`src/hdl/usan_pkg.sv`:
```
// Shared types, constants and byte-expansion functions for the UTF-8 byte sanitizer.
`default_nettype none

package usan_pkg;

  localparam logic [7:0] BYTE_TAB     = 8'd9;
  localparam logic [7:0] BYTE_LF      = 8'd10;
  localparam logic [7:0] BYTE_CR      = 8'd13;
  localparam logic [7:0] BYTE_SPACE   = 8'd32;
  localparam logic [7:0] BYTE_DEL     = 8'd127;
  localparam logic [7:0] BYTE_EURO    = 8'd128;
  localparam logic [7:0] BYTE_NEL     = 8'd133;
  localparam logic [7:0] BYTE_NBSP    = 8'd160;
  localparam logic [7:0] BYTE_LEAD2LO = 8'd194;
  localparam logic [7:0] BYTE_LEAD3LO = 8'd224;
  localparam logic [7:0] BYTE_LEAD4LO = 8'd240;
  localparam logic [7:0] BYTE_BADLO   = 8'd245;
  localparam logic [7:0] BYTE_C2      = 8'd194;
  localparam logic [7:0] BYTE_C3      = 8'd195;
  localparam logic [7:0] EURO_B0      = 8'd226;
  localparam logic [7:0] EURO_B1      = 8'd130;
  localparam logic [7:0] EURO_B2      = 8'd172;
  localparam logic [7:0] LATIN_OFFSET = 8'd64;

  typedef enum logic {
    TOK_SOLO = 1'b0,  // expand the byte by the stand-alone rules
    TOK_RAW  = 1'b1   // emit the byte as is
  } tok_kind_e;

  typedef struct packed {
    tok_kind_e  kind;
    logic [7:0] val;
  } tok_t;

  // One accepted input item turned into up to three tokens
  typedef struct packed {
    tok_t [2:0] tok;
    logic [1:0] cnt;
  } job_t;

  function automatic logic [1:0] solo_len(logic [7:0] b);
    logic [1:0] len;
    if (b < BYTE_SPACE) begin
      len = (b == BYTE_TAB || b == BYTE_LF || b == BYTE_CR) ? 2'd1 : 2'd0;
    end else if (b < BYTE_DEL) begin
      len = 2'd1;
    end else if (b == BYTE_EURO) begin
      len = 2'd3;
    end else if (b == BYTE_NEL) begin
      len = 2'd2;
    end else if (b < BYTE_NBSP) begin
      len = 2'd0;
    end else if (b < BYTE_LEAD2LO) begin
      len = 2'd2;
    end else begin
      len = 2'd0;
    end
    return len;
  endfunction

  function automatic logic [7:0] solo_byte(logic [7:0] b, logic [1:0] sub);
    logic [7:0] v;
    v = b;
    if (b == BYTE_EURO) begin
      case (sub)
        2'd0:    v = EURO_B0;
        2'd1:    v = EURO_B1;
        default: v = EURO_B2;
      endcase
    end else if (b == BYTE_NEL) begin
      v = (sub == 2'd0) ? BYTE_LF : BYTE_CR;
    end else if (b >= BYTE_NBSP && b < 8'd192) begin
      v = (sub == 2'd0) ? BYTE_C2 : b;
    end else if (b >= 8'd192 && b < BYTE_LEAD2LO) begin
      v = (sub == 2'd0) ? BYTE_C3 : (b - LATIN_OFFSET);
    end
    return v;
  endfunction

  function automatic logic [1:0] tok_len(tok_t t);
    return (t.kind == TOK_RAW) ? 2'd1 : solo_len(t.val);
  endfunction

  function automatic logic [7:0] tok_byte(tok_t t, logic [1:0] sub);
    return (t.kind == TOK_RAW) ? t.val : solo_byte(t.val, sub);
  endfunction

endpackage

`default_nettype wire

```
`src/hdl/utf8_byte_sanitizer.sv`:
```
// Top level of the UTF-8 byte sanitizer: front end, job queue and output expander.
//
// The block takes one raw byte per transfer and produces the cleaned UTF-8 bytes it
// causes, with run_end_o on the last of them. The input side accepts one byte per
// cycle as long as the two-entry job queue has room; a byte that produces nothing
// (held continuation bytes, dropped controls, lead bytes) never enters the queue.
// The output expander emits one byte per cycle while out_ready_i allows, so an item
// yielding 1 to 8 bytes holds it until its last byte; the sustained rate is one output
// byte per cycle absent back-pressure; the input stalls only when bursts fill the queue.
`default_nettype none

module utf8_byte_sanitizer (
  input  wire logic       clk_i,
  input  wire logic       rst_ni,
  input  wire logic       in_valid_i,
  output logic            in_ready_o,
  input  wire logic [7:0] in_byte_i,
  input  wire logic       in_last_i,
  output logic            out_valid_o,
  input  wire logic       out_ready_i,
  output logic [7:0]      out_byte_o,
  output logic            run_end_o
);

  logic           fq_valid, fq_ready;
  usan_pkg::job_t fq_job;
  logic           qb_valid, qb_ready;
  usan_pkg::job_t qb_job;

  usan_front u_front (
    .clk_i       (clk_i),
    .rst_ni      (rst_ni),
    .in_valid_i  (in_valid_i),
    .in_ready_o  (in_ready_o),
    .in_byte_i   (in_byte_i),
    .in_last_i   (in_last_i),
    .job_valid_o (fq_valid),
    .job_ready_i (fq_ready),
    .job_o       (fq_job)
  );

  usan_fifo u_fifo (
    .clk_i        (clk_i),
    .rst_ni       (rst_ni),
    .push_valid_i (fq_valid),
    .push_ready_o (fq_ready),
    .push_job_i   (fq_job),
    .pop_valid_o  (qb_valid),
    .pop_ready_i  (qb_ready),
    .pop_job_o    (qb_job)
  );

  usan_back u_back (
    .clk_i       (clk_i),
    .rst_ni      (rst_ni),
    .job_valid_i (qb_valid),
    .job_ready_o (qb_ready),
    .job_i       (qb_job),
    .out_valid_o (out_valid_o),
    .out_ready_i (out_ready_i),
    .out_byte_o  (out_byte_o),
    .run_end_o   (run_end_o)
  );

endmodule

`default_nettype wire

```
`src/hdl/usan_front.sv`:
```
// Front end: accepts input bytes, tracks pending multi-byte sequences, builds token jobs.
`default_nettype none

module usan_front (
  input  wire logic            clk_i,
  input  wire logic            rst_ni,
  input  wire logic            in_valid_i,
  output logic                 in_ready_o,
  input  wire logic [7:0]      in_byte_i,
  input  wire logic            in_last_i,
  output logic                 job_valid_o,
  input  wire logic            job_ready_i,
  output usan_pkg::job_t       job_o
);

  logic [7:0] lead_q, lead_d;
  logic [1:0] need_q, need_d;
  logic [1:0] hcnt_q, hcnt_d;
  logic [7:0] held_q [2];
  logic       store;
  logic       accept;
  logic       cont;
  logic       is_lead;
  logic       has_out;
  usan_pkg::job_t job;

  assign cont    = (in_byte_i[7:6] == 2'b10);
  assign is_lead = (in_byte_i >= usan_pkg::BYTE_LEAD2LO) && (in_byte_i < usan_pkg::BYTE_BADLO);
  assign in_ready_o = job_ready_i;
  assign accept     = in_valid_i && in_ready_o;

  always_comb begin
    lead_d = lead_q;
    need_d = need_q;
    hcnt_d = hcnt_q;
    store  = 1'b0;
    job    = '0;
    if (need_q != 2'd0 && cont && ({1'b0, hcnt_q} + 3'd1 >= {1'b0, need_q})) begin
      // sequence complete: only two-byte ones outside the C1 range survive
      if (need_q == 2'd1 &&
          !(lead_q == usan_pkg::BYTE_C2 && in_byte_i < usan_pkg::BYTE_NBSP)) begin
        job.tok[0] = '{kind: usan_pkg::TOK_RAW, val: lead_q};
        job.tok[1] = '{kind: usan_pkg::TOK_RAW, val: in_byte_i};
        job.cnt    = 2'd2;
      end
      lead_d = '0;
      need_d = '0;
      hcnt_d = '0;
    end else if (need_q != 2'd0 && cont && !in_last_i) begin
      store  = 1'b1;
      hcnt_d = hcnt_q + 2'd1;
    end else begin
      // drop the lead, replay held bytes, then the new byte on its own
      case (hcnt_q)
        2'd1: begin
          job.tok[0] = '{kind: usan_pkg::TOK_SOLO, val: held_q[0]};
          job.tok[1] = '{kind: usan_pkg::TOK_SOLO, val: in_byte_i};
          job.cnt    = 2'd2;
        end
        2'd2: begin
          job.tok[0] = '{kind: usan_pkg::TOK_SOLO, val: held_q[0]};
          job.tok[1] = '{kind: usan_pkg::TOK_SOLO, val: held_q[1]};
          job.tok[2] = '{kind: usan_pkg::TOK_SOLO, val: in_byte_i};
          job.cnt    = 2'd3;
        end
        default: begin
          job.tok[0] = '{kind: usan_pkg::TOK_SOLO, val: in_byte_i};
          job.cnt    = 2'd1;
        end
      endcase
      lead_d = '0;
      need_d = '0;
      hcnt_d = '0;
      if (is_lead && !in_last_i) begin
        lead_d = in_byte_i;
        if (in_byte_i < usan_pkg::BYTE_LEAD3LO) begin
          need_d = 2'd1;
        end else if (in_byte_i < usan_pkg::BYTE_LEAD4LO) begin
          need_d = 2'd2;
        end else begin
          need_d = 2'd3;
        end
      end
    end
  end

  // Skip jobs that expand to nothing
  always_comb begin
    has_out = 1'b0;
    if (job.cnt >= 2'd1 && usan_pkg::tok_len(job.tok[0]) != 2'd0) has_out = 1'b1;
    if (job.cnt >= 2'd2 && usan_pkg::tok_len(job.tok[1]) != 2'd0) has_out = 1'b1;
    if (job.cnt == 2'd3 && usan_pkg::tok_len(job.tok[2]) != 2'd0) has_out = 1'b1;
  end

  assign job_valid_o = in_valid_i && has_out;
  assign job_o       = job;

  always_ff @(posedge clk_i or negedge rst_ni) begin
    if (!rst_ni) begin
      lead_q <= '0;
      need_q <= '0;
      hcnt_q <= '0;
    end else if (accept) begin
      lead_q <= lead_d;
      need_q <= need_d;
      hcnt_q <= hcnt_d;
    end
  end

  always_ff @(posedge clk_i) begin
    if (accept && store) begin
      held_q[hcnt_q[0]] <= in_byte_i;
    end
  end

endmodule

`default_nettype wire

```
`src/hdl/usan_fifo.sv`:
```
// Two-entry job queue between the front end and the output expander.
`default_nettype none

module usan_fifo (
  input  wire logic            clk_i,
  input  wire logic            rst_ni,
  input  wire logic            push_valid_i,
  output logic                 push_ready_o,
  input  wire usan_pkg::job_t  push_job_i,
  output logic                 pop_valid_o,
  input  wire logic            pop_ready_i,
  output usan_pkg::job_t       pop_job_o
);

  usan_pkg::job_t mem_q [2];
  logic       wr_ptr_q, rd_ptr_q;
  logic [1:0] count_q;
  logic       push, pop;

  assign push_ready_o = (count_q != 2'd2);
  assign pop_valid_o  = (count_q != 2'd0);
  assign pop_job_o    = mem_q[rd_ptr_q];
  assign push         = push_valid_i && push_ready_o;
  assign pop          = pop_valid_o && pop_ready_i;

  always_ff @(posedge clk_i or negedge rst_ni) begin
    if (!rst_ni) begin
      wr_ptr_q <= 1'b0;
      rd_ptr_q <= 1'b0;
      count_q  <= '0;
    end else begin
      if (push) wr_ptr_q <= ~wr_ptr_q;
      if (pop)  rd_ptr_q <= ~rd_ptr_q;
      if (push && !pop) begin
        count_q <= count_q + 2'd1;
      end else if (pop && !push) begin
        count_q <= count_q - 2'd1;
      end
    end
  end

  always_ff @(posedge clk_i) begin
    if (push) begin
      mem_q[wr_ptr_q] <= push_job_i;
    end
  end

  a_count_range: assert property (@(posedge clk_i) disable iff (!rst_ni)
    count_q != 2'd3) else $error("queue count out of range");

  a_ptr_gap: assert property (@(posedge clk_i) disable iff (!rst_ni)
    (count_q == 2'd0 || count_q == 2'd2) |-> (wr_ptr_q == rd_ptr_q))
    else $error("queue pointers disagree with count");

  a_count_step: assert property (@(posedge clk_i) disable iff (!rst_ni)
    (push && !pop) |=> (count_q == $past(count_q) + 2'd1))
    else $error("queue count missed a push");

endmodule

`default_nettype wire

```
`src/hdl/usan_back.sv`:
```
// Back end: expands queued token jobs into output bytes, one per cycle while out_ready_i allows.
`default_nettype none

module usan_back (
  input  wire logic            clk_i,
  input  wire logic            rst_ni,
  input  wire logic            job_valid_i,
  output logic                 job_ready_o,
  input  wire usan_pkg::job_t  job_i,
  output logic                 out_valid_o,
  input  wire logic            out_ready_i,
  output logic [7:0]           out_byte_o,
  output logic                 run_end_o
);

  logic [1:0] idx_q, sub_q;
  logic       out_valid_q;
  logic [7:0] out_byte_q;
  logic       run_end_q;
  logic [1:0] len0, len1, len2, cur_len;
  logic [1:0] cur;
  logic       any_after;
  logic       last_in_tok;
  logic       last_byte;
  logic       emit;
  logic [7:0] byte_cur;

  assign len0 = (job_i.cnt >= 2'd1) ? usan_pkg::tok_len(job_i.tok[0]) : 2'd0;
  assign len1 = (job_i.cnt >= 2'd2) ? usan_pkg::tok_len(job_i.tok[1]) : 2'd0;
  assign len2 = (job_i.cnt == 2'd3) ? usan_pkg::tok_len(job_i.tok[2]) : 2'd0;

  // First token at or after idx_q that yields output
  always_comb begin
    if (idx_q == 2'd0 && len0 != 2'd0) begin
      cur = 2'd0;
    end else if (idx_q <= 2'd1 && len1 != 2'd0) begin
      cur = 2'd1;
    end else begin
      cur = 2'd2;
    end
  end

  always_comb begin
    case (cur)
      2'd0: begin
        cur_len   = len0;
        any_after = (len1 != 2'd0) || (len2 != 2'd0);
        byte_cur  = usan_pkg::tok_byte(job_i.tok[0], sub_q);
      end
      2'd1: begin
        cur_len   = len1;
        any_after = (len2 != 2'd0);
        byte_cur  = usan_pkg::tok_byte(job_i.tok[1], sub_q);
      end
      default: begin
        cur_len   = len2;
        any_after = 1'b0;
        byte_cur  = usan_pkg::tok_byte(job_i.tok[2], sub_q);
      end
    endcase
  end

  assign last_in_tok = (sub_q + 2'd1 == cur_len);
  assign last_byte   = last_in_tok && !any_after;
  assign emit        = job_valid_i && (!out_valid_q || out_ready_i);
  assign job_ready_o = emit && last_byte;

  always_ff @(posedge clk_i or negedge rst_ni) begin
    if (!rst_ni) begin
      idx_q       <= '0;
      sub_q       <= '0;
      out_valid_q <= 1'b0;
    end else begin
      if (emit) begin
        out_valid_q <= 1'b1;
        if (last_byte) begin
          idx_q <= '0;
          sub_q <= '0;
        end else if (last_in_tok) begin
          idx_q <= cur + 2'd1;
          sub_q <= '0;
        end else begin
          sub_q <= sub_q + 2'd1;
        end
      end else if (out_ready_i) begin
        out_valid_q <= 1'b0;
      end
    end
  end

  always_ff @(posedge clk_i) begin
    if (emit) begin
      out_byte_q <= byte_cur;
      run_end_q  <= last_byte;
    end
  end

  assign out_valid_o = out_valid_q;
  assign out_byte_o  = out_byte_q;
  assign run_end_o   = run_end_q;

endmodule

`default_nettype wire

```
`config.mk`:
```
export PLATFORM = sky130hd
export DESIGN_NAME = utf8_byte_sanitizer
export DESIGN_NICKNAME = d
export VERILOG_FILES = /design/src/hdl/usan_pkg.sv /design/src/hdl/utf8_byte_sanitizer.sv /design/src/hdl/usan_front.sv /design/src/hdl/usan_fifo.sv /design/src/hdl/usan_back.sv
export SDC_FILE = /design/constraint.sdc
export NUM_CORES = 1
export LEC_CHECK = 0
export BUFFER_PORTS_ARGS = -buffer_cell sky130_fd_sc_hd__buf_2
export CAP_MARGIN = 20
export CORE_UTILIZATION = 25
export DETAILED_ROUTE_END_ITERATION = 12
export MAX_ROUTING_LAYER = met4
export SYNTH_ARGS = -nofsm -noshare
export SYNTH_HDL_FRONTEND = slang
export SYNTH_HIERARCHICAL = 1
export SYNTH_SLANG_ARGS = --single-unit
```
`constraint.sdc`:
```
create_clock -name clk_i -period 5.3 [get_ports clk_i]
set_input_delay 1.06 -clock clk_i [delete_from_list [all_inputs] [get_ports clk_i]]
set_output_delay 1.06 -clock clk_i [all_outputs]
set_load 0.01 [all_outputs]
```
==> metrics <==
outcome finished with violations; violations in the final reports DRC; WS Path Type reg -> reg; Routed WL 16.39 mm; critical path peak fanout 16; Synth cell types 95; Buffers on Ports 23; Mapped Area 6695 sq um; Yosys top cell area share 37.23%; Top cell by count, worst path ha_1; H-tree level count 3; post-synthesis sequential area ratio 45.08%; die area 27440 sq um; routability cong. 0.9095; Critical Path Start Type flop; clock-pin slew on the worst setup and hold paths 80 ps; Syn Nets 679; Crit. End Element flop; synth top area cells edfxtp_1 (37%), dfrtp_1 (7.8%), mux2_2 (5.0%); Rel. slew slack 29.30%; Synth async-reset ratio 20.19%; Tcrit/Tclk final 92.19%; Critical Path, Cell by Cell buf_4, mux2_2, nor4_4, and3b_1, a211oi_2, a2bb2oi_2, or2_2, nor2b_2, inv_1, ha_1, nand3_1, a32oi_2, xnor2_1, and2_4, nor3b_2, nand2_4, ha_1, nor2_1, xor2_1; Bufs on Longest Clock Path 2; wire per inst 16.47 microns; Bufs and invs on worst path 2; worst hold-check path type reg -> reg; Slew @ Worst Pin 1051 ps; IO Count 24; Setup Skew 14.86 ps; largest net degree at the start of global routing 30; P_leak 2.738 nW; Initial Util 25.62%; CP max stage cell dfrtp_1; EDFF count, synth 83; initial antenna violation count 0; Worst Path Required 5590 ps; DRC Markers 4; predominant post-synthesis flop cell edfxtp_1; vias after detailed routing 5189; share of layout cells above drive strength 1 16.97%; fmax 0.2047 GHz; post-route ant nets 0; total gr overflow 0; WP data arrival 5170 ps; clock buffer count from CTS 9; setup violators final 0; Pwr per Cell Area 472.4 nW/um^2; first-pass GRT wire length 26.78 mm; dpl ws 250.6 ps; Synth Warn # 6; Die Width 165.7 microns; Die Height 165.7 microns; post-synthesis cell count 641; Max Cap Viol 0; RSZ-0062 raised after global routing false; Yosys reg bits 104; Placement Rows 59; diode count 0; Post-Route Setup TNS 0 ps; Synth area leader edfxtp_1; core area 26130 sq um; vias per cell 5.215; delay-heaviest family, CP simple AND/OR/NAND/NOR gates; nets 693; Initial DRC Count 355; Syn Area/Cell 10.44 sq um; Sink Count 104; DPL Wire Length 11.86 mm; min Tclk post-route 4886 ps; aggregate global-route resource usage 12.57%; vias in the first global route 5043; Setup WS post-layout 413.8 ps; Pre-antenna DRT Iters 8; Slew Limit Fails 0; final hold viol count 0; synthesis-to-finish area growth 11.27%; slowest stage delay, CP 480 ps; CTS tree built; Root Driver clkbuf_16; Skew-Pair Late Insertion Delay 360 ps; maximum vdd drop 0.2102 mV
-- routing by layer --
layer  track usage [%]  vias up  wire (microns)
met1             17.05     2515            8038
met2             18.29      179            7130
met5                 -        -               0
met4             4.957        0             363
met3             2.509       33             859
li1                  -     2462               -
-- synth_stat cells (3+ instances only) --
| master | instances |
|---|---|
| edfxtp_1 | 83 |
| nand2_1 | 66 |
| a21oi_1 | 42 |
| nor2_1 | 38 |
| inv_1 | 32 |
| o21ai_0 | 31 |
| mux2_2 | 30 |
| ha_1 | 24 |
| dfrtp_1 | 21 |
| nor3_1 | 16 |
| nand3_1 | 14 |
| clkbuf_1 | 13 |
| nor2b_1 | 12 |
| nor3b_1 | 12 |
| and2_1 | 10 |
| a22o_1 | 8 |
| a31oi_1 | 8 |
| o211ai_1 | 8 |
| a211oi_1 | 7 |
| a21o_1 | 6 |
| o22ai_1 | 6 |
| xnor2_1 | 6 |
| and3_1 | 5 |
| buf_2 | 5 |
| buf_4 | 5 |
| nand4_1 | 5 |
| o2bb2ai_1 | 5 |
| a221oi_1 | 4 |
| a32oi_1 | 4 |
| a41o_1 | 4 |
| buf_6 | 4 |
| mux2i_1 | 4 |
| nand2b_1 | 4 |
| nor4_1 | 4 |
| a2111oi_0 | 3 |
| a21bo_2 | 3 |
| a22oi_1 | 3 |
| and3b_1 | 3 |
| o21ai_1 | 3 |
| o21bai_1 | 3 |
| o311ai_0 | 3 |
| o31ai_1 | 3 |
| or4_1 | 3 |
-- final timing paths --
path                                 startpoint                end  slack, ps  cells after the start
worst min register to register  u_fifo/wr_ptr_q    u_fifo/wr_ptr_q        520                      1
min in group asynchronous                rst_ni  u_front/hcnt_q[1]        680                      1
max in group asynchronous                rst_ni    u_back/sub_q[1]       4220                      1
worst max register to register  u_fifo/rd_ptr_q  u_fifo/count_q[1]        410                     19
worst min-delay path            u_fifo/wr_ptr_q    u_fifo/wr_ptr_q        520                      1
worst max-delay path            u_fifo/rd_ptr_q  u_fifo/count_q[1]        410                     19
-- where the power goes --
part | internal [mW] | switching (mW)
Sequential | 1.07 | 0.0671
Clock | 0.343 | 0.343
Combinational | 0.651 | 1.04
-- sequential cells by signal (all words and copies together) (netlist names) --
signal	cells
u_back/sub_q	2
u_fifo/mem_q	58
u_fifo/wr_ptr_q	1
u_back/out_valid_o	1
u_front/need_q	2
u_back/run_end_o	1
u_front/lead_q	8
u_fifo/count_q	2
u_fifo/rd_ptr_q	1
u_front/held_q	16
u_back/idx_q	2
u_back/out_byte_o	8
u_front/hcnt_q	2
-- worst register-to-register path: stages (launching register included) --
cell and delay, ps:
dfrtp_1 480, buf_4 290, mux2_2 440, nor4_4 370, and3b_1 330, a211oi_2 80
a2bb2oi_2 170, or2_2 330, nor2b_2 210, inv_1 120, ha_1 280, nand3_1 120
a32oi_2 250, xnor2_1 200, and2_4 220, nor3b_2 240, nand2_4 80, ha_1 320
nor2_1 140, xor2_1 150
-- kinds of logic (layout without fill, tap and decap cells) --
kind of cell,after synthesis,after routing,share of synthesized area (%)
fa+ha+maj,25,25,4.784
simple gates,216,216,17.55
buf+inv,62,81,4.298
flops,104,104,45.08
other cells,1,1,0.05601
mux,34,34,5.644
compound gates,191,191,21.55
xor+xnor,8,8,1.047
-- stage by stage --
step	std cells	hold WS, ps	utilization, %	total power [mW]	area (sq um)
final	995	519.1	28.51	3.519	7450
after global routing	995	537.9	28.51	3.745	7450
after CTS	995	518.3	28.48	3.518	7442
after detailed placement	979	502.6	27.28	2.813	7128
after global placement	979	494.3	27.28	2.811	7128
after floorplan	641	460.8	-	2.398	6695
-- cell type report --
| type | instances | area, sq um |
|---|---|---|
| sequential | 104 | 3018 |
| fill | 2739 | 18680 |
| tap | 335 | 419.2 |
| multi-input combinational | 475 | 3400 |
| clock buffer | 9 | 225.2 |
| clock inverter | 7 | 88.84 |
| timing repair buffer | 30 | 167.7 |
| inverter | 35 | 131.4 |
-- placed cells by master, fill, tap and decap left out, drive strengths merged, types with 5 or more instances in the layout --
cell	count
a211oi	9
a21o	6
a21oi	42
a22o	8
a31oi	8
a32oi	5
and2	12
and3	5
buf	30
clkbuf	9
dfrtp	21
edfxtp	83
ha	24
inv	38
mux2	30
nand2	67
nand2b	5
nand3	16
nand4	5
nor2	40
nor2b	14
nor3	17
nor3b	12
nor4	7
o211ai	8
o21ai	36
o22ai	7
o2bb2ai	8
o311ai	5
xnor2	6
-- what timing repair did --
| item | CTS | global route |
|---|---|---|
| setup endpoints to repair | 0 | 2 |
| buffers inserted | 0 | 0 |
| hold endpoints to repair | 0 | 0 |
| hold buffers | 0 | 0 |
| gates resized for setup | 0 | 2 |
No activity file was read; power rests on OpenSTA's default activity.
